`src/rtl/olist_pkg.sv`:
```
// ----------------------------------------------------------------------------
// olist_pkg
// Shared types and codes for the ordered list engine: command, status and
// action codes, cell operations, cell compare flags and controller states.
// ----------------------------------------------------------------------------
package olist_pkg;

  typedef enum logic [3:0] {
    CMD_APPEND    = 4'd0,
    CMD_PREPEND   = 4'd1,
    CMD_INSERT    = 4'd2,
    CMD_SORTED    = 4'd3,
    CMD_DEL_FIRST = 4'd4,
    CMD_DEL_LAST  = 4'd5,
    CMD_DEL_VALUE = 4'd6,
    CMD_SEARCH    = 4'd7,
    CMD_DISPLAY   = 4'd8
  } cmd_t;

  typedef enum logic [2:0] {
    STAT_OK        = 3'd0,
    STAT_EMPTY     = 3'd1,
    STAT_NOT_FOUND = 3'd2,
    STAT_FULL      = 3'd3,
    STAT_RANGE     = 3'd4
  } status_t;

  // What one cell loads on the next edge.
  typedef enum logic [1:0] {
    OP_HOLD,
    OP_LOAD,
    OP_LEFT,
    OP_RIGHT
  } cell_op_t;

  typedef struct packed {
    logic lt;
    logic eq;
  } cell_flags_t;

  // Effect of one decoded command on the list.
  typedef enum logic [2:0] {
    ACT_NONE,
    ACT_INS,
    ACT_DEL,
    ACT_DROP_LAST,
    ACT_DISP
  } act_t;

  typedef enum logic [1:0] {
    S_IDLE,
    S_EXEC,
    S_DISP
  } fsm_t;

endpackage

```
`src/rtl/olist_cmd_if.sv`:
```
// ----------------------------------------------------------------------------
// olist_cmd_if
// Command channel: valid/ready handshake with command, value and position.
// ----------------------------------------------------------------------------
interface olist_cmd_if #(
  parameter int DATA_WIDTH = 32,
  parameter int POS_WIDTH  = 5
);
  logic                         valid;
  logic                         ready;
  logic [3:0]                   cmd;
  logic signed [DATA_WIDTH-1:0] value;
  logic [POS_WIDTH-1:0]         position;

  modport source (output valid, cmd, value, position, input ready);
  modport sink   (input valid, cmd, value, position, output ready);
endinterface

```
`src/rtl/olist_res_if.sv`:
```
// ----------------------------------------------------------------------------
// olist_res_if
// Result channel: valid/ready handshake with status, entry and count fields.
// ----------------------------------------------------------------------------
interface olist_res_if #(
  parameter int DATA_WIDTH = 32,
  parameter int POS_WIDTH  = 5
);
  logic                         valid;
  logic                         ready;
  logic [2:0]                   status;
  logic [POS_WIDTH-1:0]         entry_position;
  logic signed [DATA_WIDTH-1:0] entry_data;
  logic [POS_WIDTH-1:0]         entry_count;
  logic                         last;

  modport source (output valid, status, entry_position, entry_data, entry_count, last,
                  input ready);
  modport sink   (input valid, status, entry_position, entry_data, entry_count, last,
                  output ready);
endinterface

```
`src/rtl/olist_cell.sv`:
```
// ----------------------------------------------------------------------------
// olist_cell
// One list slot: holds a word, compares it against the command word and
// loads the command word or a neighbor's word as the controller directs.
// ----------------------------------------------------------------------------
module olist_cell import olist_pkg::*; #(
  parameter int DATA_WIDTH = 32
) (
  input  logic                         clk,
  input  cell_op_t                     op,
  input  logic signed [DATA_WIDTH-1:0] word,
  input  logic signed [DATA_WIDTH-1:0] left,
  input  logic signed [DATA_WIDTH-1:0] right,
  output logic signed [DATA_WIDTH-1:0] data,
  output cell_flags_t                  flags
);

  always_ff @(posedge clk) begin
    case (op)
      OP_LOAD:  data <= word;
      OP_LEFT:  data <= left;
      OP_RIGHT: data <= right;
      default:  data <= data;
    endcase
  end

  assign flags.lt = data < word;
  assign flags.eq = data == word;

endmodule

```
`src/rtl/ordered_list_engine.sv`:
```
// ----------------------------------------------------------------------------
// ordered_list_engine
// Bounded ordered list of signed words kept in a ring of compare/shift cells.
// ----------------------------------------------------------------------------
// A command is accepted in the idle state and executed in the exec state once
// the output register is free: all cells compare against the command word at
// once and shift by one place. Display rotates the whole ring through cell 0,
// one cell per cycle while the output register is free, and streams one result
// per entry with last set on the final one; other commands give one result.
// The next command is accepted while a result still waits in the output
// register; execution waits only when that register is still full.
// ----------------------------------------------------------------------------
module ordered_list_engine import olist_pkg::*; #(
  parameter int CAPACITY   = 16,
  parameter int DATA_WIDTH = 32
) (
  input  logic        clk,
  input  logic        rst,
  olist_cmd_if.sink   command,
  olist_res_if.source result
);

  localparam int CW = $clog2(CAPACITY + 1);

  fsm_t                         state, state_next;
  logic [3:0]                   cur_cmd;
  logic signed [DATA_WIDTH-1:0] word;
  logic [CW-1:0]                pos;
  logic [CW-1:0]                count, count_next;
  logic [CW-1:0]                k;
  logic                         rvalid;
  logic                         out_free;
  logic                         step;
  logic                         load_res;

  logic [2:0]                   r_status, n_status;
  logic [CW-1:0]                r_pos, n_pos;
  logic signed [DATA_WIDTH-1:0] r_data, n_data;
  logic [CW-1:0]                r_count;
  logic                         r_last, n_last;

  cell_op_t                     ops   [CAPACITY];
  logic signed [DATA_WIDTH-1:0] cdata [CAPACITY];
  cell_flags_t                  flags [CAPACITY];
  logic [CAPACITY-1:0]          lt_vec, eq_vec;

  act_t                         act;
  logic [CW-1:0]                idx;
  logic [2:0]                   stat;
  logic [CW-1:0]                found_pos;
  logic [CW:0]                  sort_hit, match_hit;
  logic                         full, empty;

  // lowest set bit: {hit, index}
  function automatic logic [CW:0] first_set(input logic [CAPACITY-1:0] v);
    logic [CW:0] r;
    r = '0;
    for (int i = CAPACITY - 1; i >= 0; i--) begin
      if (v[i]) r = {1'b1, CW'(i)};
    end
    return r;
  endfunction

  // Ring of cells; left of cell 0 and right of the last cell wrap around.
  for (genvar i = 0; i < CAPACITY; i++) begin : g_cell
    olist_cell #(.DATA_WIDTH(DATA_WIDTH)) u_cell (
      .clk   (clk),
      .op    (ops[i]),
      .word  (word),
      .left  (cdata[(i + CAPACITY - 1) % CAPACITY]),
      .right (cdata[(i + 1) % CAPACITY]),
      .data  (cdata[i]),
      .flags (flags[i])
    );
    assign lt_vec[i] = flags[i].lt && (CW'(i) < count);
    assign eq_vec[i] = flags[i].eq && (CW'(i) < count);
  end

  assign full      = count == CW'(CAPACITY);
  assign empty     = count == '0;
  assign sort_hit  = first_set(~lt_vec);
  assign match_hit = first_set(eq_vec);
  assign out_free  = !rvalid || result.ready;
  assign step      = out_free || !(k < count);

  // Decode the held command against the current list.
  always_comb begin
    act       = ACT_NONE;
    idx       = '0;
    stat      = STAT_OK;
    found_pos = '0;
    case (cur_cmd)
      CMD_APPEND, CMD_PREPEND, CMD_INSERT, CMD_SORTED: begin
        if (full) begin
          stat = STAT_FULL;
        end else if (cur_cmd == CMD_APPEND) begin
          act = ACT_INS;
          idx = count;
        end else if (cur_cmd == CMD_PREPEND) begin
          act = ACT_INS;
        end else if (cur_cmd == CMD_INSERT) begin
          if (empty) begin
            act = ACT_INS;
          end else if (pos > count) begin
            stat = STAT_RANGE;
          end else begin
            act = ACT_INS;
            idx = pos;
          end
        end else begin
          act = ACT_INS;
          idx = sort_hit[CW-1:0];
        end
      end
      CMD_DEL_FIRST: begin
        if (empty) stat = STAT_EMPTY;
        else act = ACT_DEL;
      end
      CMD_DEL_LAST: begin
        if (empty) stat = STAT_EMPTY;
        else act = ACT_DROP_LAST;
      end
      CMD_DEL_VALUE, CMD_SEARCH: begin
        if (empty) begin
          stat = STAT_EMPTY;
        end else if (!match_hit[CW]) begin
          stat = STAT_NOT_FOUND;
        end else if (cur_cmd == CMD_DEL_VALUE) begin
          act = ACT_DEL;
          idx = match_hit[CW-1:0];
        end else begin
          found_pos = match_hit[CW-1:0] + CW'(1);
        end
      end
      CMD_DISPLAY: begin
        if (empty) stat = STAT_EMPTY;
        else act = ACT_DISP;
      end
      default: ;
    endcase
  end

  // Next state
  always_comb begin
    state_next = state;
    case (state)
      S_IDLE: if (command.valid) state_next = S_EXEC;
      S_EXEC: begin
        if (out_free) state_next = (act == ACT_DISP) ? S_DISP : S_IDLE;
      end
      S_DISP: if (step && k == CW'(CAPACITY - 1)) state_next = S_IDLE;
      default: state_next = S_IDLE;
    endcase
  end

  // Outputs: cell operations, count update and result load
  always_comb begin
    for (int i = 0; i < CAPACITY; i++) ops[i] = OP_HOLD;
    count_next = count;
    load_res   = 1'b0;
    n_status   = STAT_OK;
    n_pos      = '0;
    n_data     = '0;
    n_last     = 1'b1;
    case (state)
      S_EXEC: begin
        if (out_free) begin
          for (int i = 0; i < CAPACITY; i++) begin
            if (act == ACT_INS) begin
              if (CW'(i) == idx) ops[i] = OP_LOAD;
              else if (CW'(i) > idx) ops[i] = OP_LEFT;
            end else if (act == ACT_DEL) begin
              if (CW'(i) >= idx) ops[i] = OP_RIGHT;
            end
          end
          if (act == ACT_INS) count_next = count + CW'(1);
          else if (act == ACT_DEL || act == ACT_DROP_LAST) count_next = count - CW'(1);
          load_res = act != ACT_DISP;
          n_status = stat;
          n_pos    = found_pos;
        end
      end
      S_DISP: begin
        if (step) begin
          for (int i = 0; i < CAPACITY; i++) ops[i] = OP_RIGHT;
          if (k < count) begin
            load_res = 1'b1;
            n_pos    = k + CW'(1);
            n_data   = cdata[0];
            n_last   = (k + CW'(1)) == count;
          end
        end
      end
      default: ;
    endcase
  end

  always_ff @(posedge clk) begin
    if (rst) begin
      state  <= S_IDLE;
      count  <= '0;
      k      <= '0;
      rvalid <= 1'b0;
    end else begin
      state <= state_next;
      count <= count_next;
      if (state != S_DISP) k <= '0;
      else if (step) k <= k + CW'(1);
      if (load_res) rvalid <= 1'b1;
      else if (result.ready) rvalid <= 1'b0;
    end
  end

  always_ff @(posedge clk) begin
    if (command.valid && command.ready) begin
      cur_cmd <= command.cmd;
      word    <= command.value;
      pos     <= command.position;
    end
    if (load_res) begin
      r_status <= n_status;
      r_pos    <= n_pos;
      r_data   <= n_data;
      r_count  <= count_next;
      r_last   <= n_last;
    end
  end

  assign command.ready         = state == S_IDLE;
  assign result.valid          = rvalid;
  assign result.status         = r_status;
  assign result.entry_position = r_pos;
  assign result.entry_data     = r_data;
  assign result.entry_count    = r_count;
  assign result.last           = r_last;

endmodule

```
`src/flat_wrapper.sv`:
```
// flat-port wrapper written by rule: the top's interface ports become plain ports
module ordered_list_engine_flat import olist_pkg::*;
#(
  parameter int CAPACITY   = 16,
  parameter int DATA_WIDTH = 32
)
  (clk, rst, command_valid, command_cmd, command_value, command_position, command_ready, result_valid, result_status, result_entry_position, result_entry_data, result_entry_count, result_last, result_ready);
  olist_cmd_if #(.DATA_WIDTH(DATA_WIDTH), .POS_WIDTH(5)) command_i ();
  olist_res_if #(.DATA_WIDTH(DATA_WIDTH), .POS_WIDTH(5)) result_i ();
  input  logic clk;
  input  logic rst;
  input wire logic [$bits(command_i.valid)-1:0] command_valid;
  input wire logic [$bits(command_i.cmd)-1:0] command_cmd;
  input wire logic [$bits(command_i.value)-1:0] command_value;
  input wire logic [$bits(command_i.position)-1:0] command_position;
  output wire logic [$bits(command_i.ready)-1:0] command_ready;
  output wire logic [$bits(result_i.valid)-1:0] result_valid;
  output wire logic [$bits(result_i.status)-1:0] result_status;
  output wire logic [$bits(result_i.entry_position)-1:0] result_entry_position;
  output wire logic [$bits(result_i.entry_data)-1:0] result_entry_data;
  output wire logic [$bits(result_i.entry_count)-1:0] result_entry_count;
  output wire logic [$bits(result_i.last)-1:0] result_last;
  input wire logic [$bits(result_i.ready)-1:0] result_ready;
  assign command_i.valid = command_valid;
  assign command_i.cmd = command_cmd;
  assign command_i.value = command_value;
  assign command_i.position = command_position;
  assign command_ready = command_i.ready;
  assign result_valid = result_i.valid;
  assign result_status = result_i.status;
  assign result_entry_position = result_i.entry_position;
  assign result_entry_data = result_i.entry_data;
  assign result_entry_count = result_i.entry_count;
  assign result_last = result_i.last;
  assign result_i.ready = result_ready;
  ordered_list_engine #(.CAPACITY(CAPACITY), .DATA_WIDTH(DATA_WIDTH)) u_core (.clk(clk), .rst(rst), .command(command_i), .result(result_i));
endmodule
```
`config.mk`:
```
export PLATFORM = sky130hd
export DESIGN_NAME = ordered_list_engine_flat
export DESIGN_NICKNAME = d
export VERILOG_FILES = /design/src/rtl/olist_pkg.sv /design/src/rtl/olist_cmd_if.sv /design/src/rtl/olist_res_if.sv /design/src/rtl/olist_cell.sv /design/src/rtl/ordered_list_engine.sv /design/src/flat_wrapper.sv
export SDC_FILE = /design/constraint.sdc
export NUM_CORES = 2
export LEC_CHECK = 0
export BUFFER_PORTS_ARGS = -buffer_cell sky130_fd_sc_hd__clkbuf_2
export CORE_UTILIZATION = 65
export CTS_CLUSTER_DIAMETER = 120
export DETAILED_ROUTE_END_ITERATION = 8
export GPL_TIMING_DRIVEN = 0
export MAX_ROUTING_LAYER = met4
export PLACE_DENSITY = 0.81
export SLEW_MARGIN = 0
export SYNTH_ARGS = -nofsm -noshare
export SYNTH_HDL_FRONTEND = slang
export SYNTH_HIERARCHICAL = 1
export SYNTH_SLANG_ARGS = --single-unit
```
`constraint.sdc`:
```
create_clock -name clk -period 7.6 [get_ports clk]
set_clock_uncertainty 0.1 [all_clocks]
set_input_delay 0.38 -clock clk [delete_from_list [all_inputs] [get_ports clk]]
set_output_delay 0.38 -clock clk [all_outputs]
set_load 0.005 [all_outputs]
```
==> run_results.csv <==
group,metric,value,unit
synthesis,syn_avg_cell_area,9.65,um2
cells_and_area,area_growth,12.7,%
placed_design,place_congestion,1.01,
grt,grt_usage,0.443,
sta,min_period,7650,ps
critical_path,cp-end-kind,"flop",
floorplan,die_w,265,um
routing,met2_length,65600,um
cts,cts_root_buf,"clkbuf_16",
synthesis,synth_ff_type,"edfxtp_1",
routing,vias_per_cell,6.76,
synthesis,yosysTopAreaCell,"edfxtp_1",
critical_path,crit_type,"flop to flop",
cells_and_area,final_cell_mix,"a21oi_1 (733), edfxtp_1 (599), nor2_1 (594)",
synthesis,synth.top_cells.by_area,"edfxtp_1 (40%), ha_1 (15%), mux2i_1 (11%)",
cells_and_area,nNetsFinal,5523,
grt,first_global_vias,36702,
cts,cts_buffers,68,
cells_and_area,drive_above_1_share,0.0942,
floorplan,ios,93,
routing,antenna_left,0,
cts,htree_levels,3,
grt,grt_overflow,0,
synthesis,synth_fp_nets,5227,
critical_path,crit_chain,"buf_16 > buf_16 > inv_1 > ha_1 > nand4_1 > nor4_1 > nand2_1 > nor2_1 > and2_4 > nor3_1 > o2111ai_1 > nand3_1 > or2_1 > or2_1 > buf_2 > o221ai_1 > clkbuf_1 > or2_2",
synthesis,yosys_warnings,6,
cells_and_area,final_common_cell,"a21oi_1",
grt,grt_pass1_wl,225000,um
routing,drt-met1-wl,56400,um
critical_path,worst_setup_path_start_kind,"flop",
critical_path,worstPathArrival,7830,ps
routing,drt_first_pass_iters,8,
grt,antenna_found_initial,5,
critical_path,timing.rr.start,"u_core/word[25]",
synthesis,synthDistinctLibCells,88,
power,p_per_area,164,mW/mm2
cts,clk_pin_slew,70,ps
cts,cts_sinks,612,
floorplan,fp.coreArea,0.0678,mm2
placed_design,place_ws,-886,ps
synthesis,ys_seq_area_frac,0.407,
synthesis,ys_seq_elements,612,
synthesis,synth.top_cell.area_share,0.401,
routing,wl_met3,22700,um
floorplan,start_util,0.662,
critical_path,rrSetupSlack,-50,ps
sta,hold_violations,0,
placed_design,placed_cells,5641,
floorplan,dieArea,0.0701,mm2
critical_path,cp_slowest_cell,"nor4_1",
sta,setup_ws,-50.0,ps
cts,clk_latency,650,ps
run_status,status,"complete, but fails checks",
critical_path,required,7780,ps
routing,routed.top_layer,"met4",
hold_path,min_path_cells,2,
routing,wl,156000,um
critical_path,regToRegEndpoint,"u_core/g_cell[4].u_cell/data[10]",
grt,grt_max_degree,40,
critical_path,r2r_cells,18,
routing,first_iter_violations,6497,
routing,vias,39701,
sta,max_freq,0.131,GHz
cells_and_area,instances_no_fill,5877,
synthesis,async_reset_ff_frac,0,
synthesis,synth_enable_flop_cells,599,
floorplan,fp.dieH,265,um
cts,cts_buffer_depth,3,
routing,wl_per_cell,26.6,um
cts,cts_tree,"done",
routing,drc,1,
job,cap_viol_max_count,0,
synthesis,synth_cells,4651,
sta,slew_headroom,0.00113,
sta,post-route-period-util,1.01,
hold_path,min_to,"u_core/word[8]",
power,p_leak,20.4,nW
sta,slew_violations,0,
hold_path,worstHoldStart,"command_value[8]",
placed_design,dp_hpwl,119000,um
sta,setup_viol_count_final,129,
placed_design,port_buffers,91,
critical_path,cpLargestDelayFamily,"simple AND/OR/NAND/NOR gates",
synthesis,syn-cell-area,0.0449,mm2
critical_path,timing.critical_path.buf_inv,5,
run_status,violations,"DRC, setup timing",
sta,rsz0062_at_grt,"false",
critical_path,slowest_delay,1020,ps
floorplan,rows,95,
power,peakVddDrop,196,uV
hold_path,min_path_type,"input port to flop",
critical_path,cp_max_fo,32,
sta,worst_slew_pin_slew,1500,ps
-- kinds of logic after synthesis --
kind of cell / after synthesis / share of synthesized area
DFF: 612 / 0.407
buffers and inverters: 733 / 0.0641
and+or+nand+nor: 1167 / 0.122
xor gates and xnor gates: 15 / 0.00293
adders and majority gates: 531 / 0.148
AOI/OAI and AO/OA: 1080 / 0.141
muxes: 513 / 0.114
-- synthesized netlist by cell type, types with 7 or more instances --
cell / instances
inv_1: 526
a21boi_2: 16
nor4_1: 21
a221o_1: 16
xnor2_1: 10
a221oi_1: 17
nor4_2: 15
buf_2: 74
nor2_1: 601
or2_2: 20
clkbuf_1: 109
nand3_1: 51
edfxtp_1: 599
ha_1: 531
nand2_1: 152
o31ai_1: 9
o211ai_1: 20
o22ai_2: 15
mux2i_1: 513
and2_1: 43
and3_1: 8
buf_1: 18
o21ai_0: 90
a21o_1: 35
or3_1: 7
nand4_1: 135
o31a_1: 16
a21oi_2: 17
nand2b_1: 26
a21oi_1: 733
dfxtp_1: 13
a31oi_1: 8
nor2b_1: 28
nor3_1: 31
o21a_1: 9
-- routing by layer --
metal,track usage,vias to the layer above
met5,-,-
met3,0.0887,600
met2,0.647,3157
li1,-,17444
met4,0.269,0
met1,0.571,18500
-- how the worst max path moves through the flow --
stage                               start                           endpoint  cells after the start
after floorplan           u_core/word[31]   u_core/g_cell[15].u_cell/data[0]                     18
after global placement    u_core/word[31]    u_core/g_cell[8].u_cell/data[8]                     16
after detailed placement  u_core/word[31]    u_core/g_cell[5].u_cell/data[8]                     18
after CTS                 u_core/word[27]    u_core/g_cell[4].u_cell/data[5]                     17
after global routing       u_core/word[5]  u_core/g_cell[11].u_cell/data[21]                     20
final                     u_core/word[25]   u_core/g_cell[4].u_cell/data[10]                     18
-- registers in the layout, summed over array words and instances, names as in the netlist, 5 cells and up --
| register | count |
|---|---|
| u_core/word | 32 |
| u_core/count | 5 |
| u_core/result.entry_position | 5 |
| u_core/result.entry_count | 5 |
| u_core/pos | 5 |
| u_core/g_cell.u_cell/data | 512 |
| u_core/k | 5 |
| u_core/result.entry_data | 32 |
-- per-stage QoR --
stage	power, mW	setup TNS, ps	hold WS (ps)	cell area (um2)	utilization
after floorplan	4.57	0	379	44900	-
after global placement	4.84	-941180	405	46400	0.685
after detailed placement	4.93	-343820	407	47100	0.695
after CTS	8.20	0	327	50100	0.739
after global routing	8.50	0	345	50600	0.746
final	8.30	-3930	336	50600	0.746
-- layout make-up --
| type | instances | area (um2) |
|---|---|---|
| Sequential cell | 612 | 18200 |
| Timing Repair Buffer | 226 | 2340 |
| Clock inverter | 40 | 383 |
| Buffer | 207 | 905 |
| Multi-Input combinational cell | 3306 | 23800 |
| Tap cell | 873 | 1090 |
| Fill cell | 4790 | 17200 |
| Inverter | 526 | 1970 |
| Clock buffer | 83 | 1770 |
| Antenna cell | 4 | 10.0 |
-- power by group --
part / internal [mW] / switching, mW
sequential: 3.79 / 0.0914
clock: 1.84 / 1.45
combinational: 0.438 / 0.685
total: 6.07 / 2.23
-- what timing repair did --
action / 4_1_cts / 5_1_grt
resized for setup: 16 / 12
endpoints found under the setup margin: 895 / 838
endpoints found under the hold margin: 44 / 0
hold buffers: 45 / 0
buffers inserted: 25 / 39
Note: power is estimated with default switching activity, not from simulation.
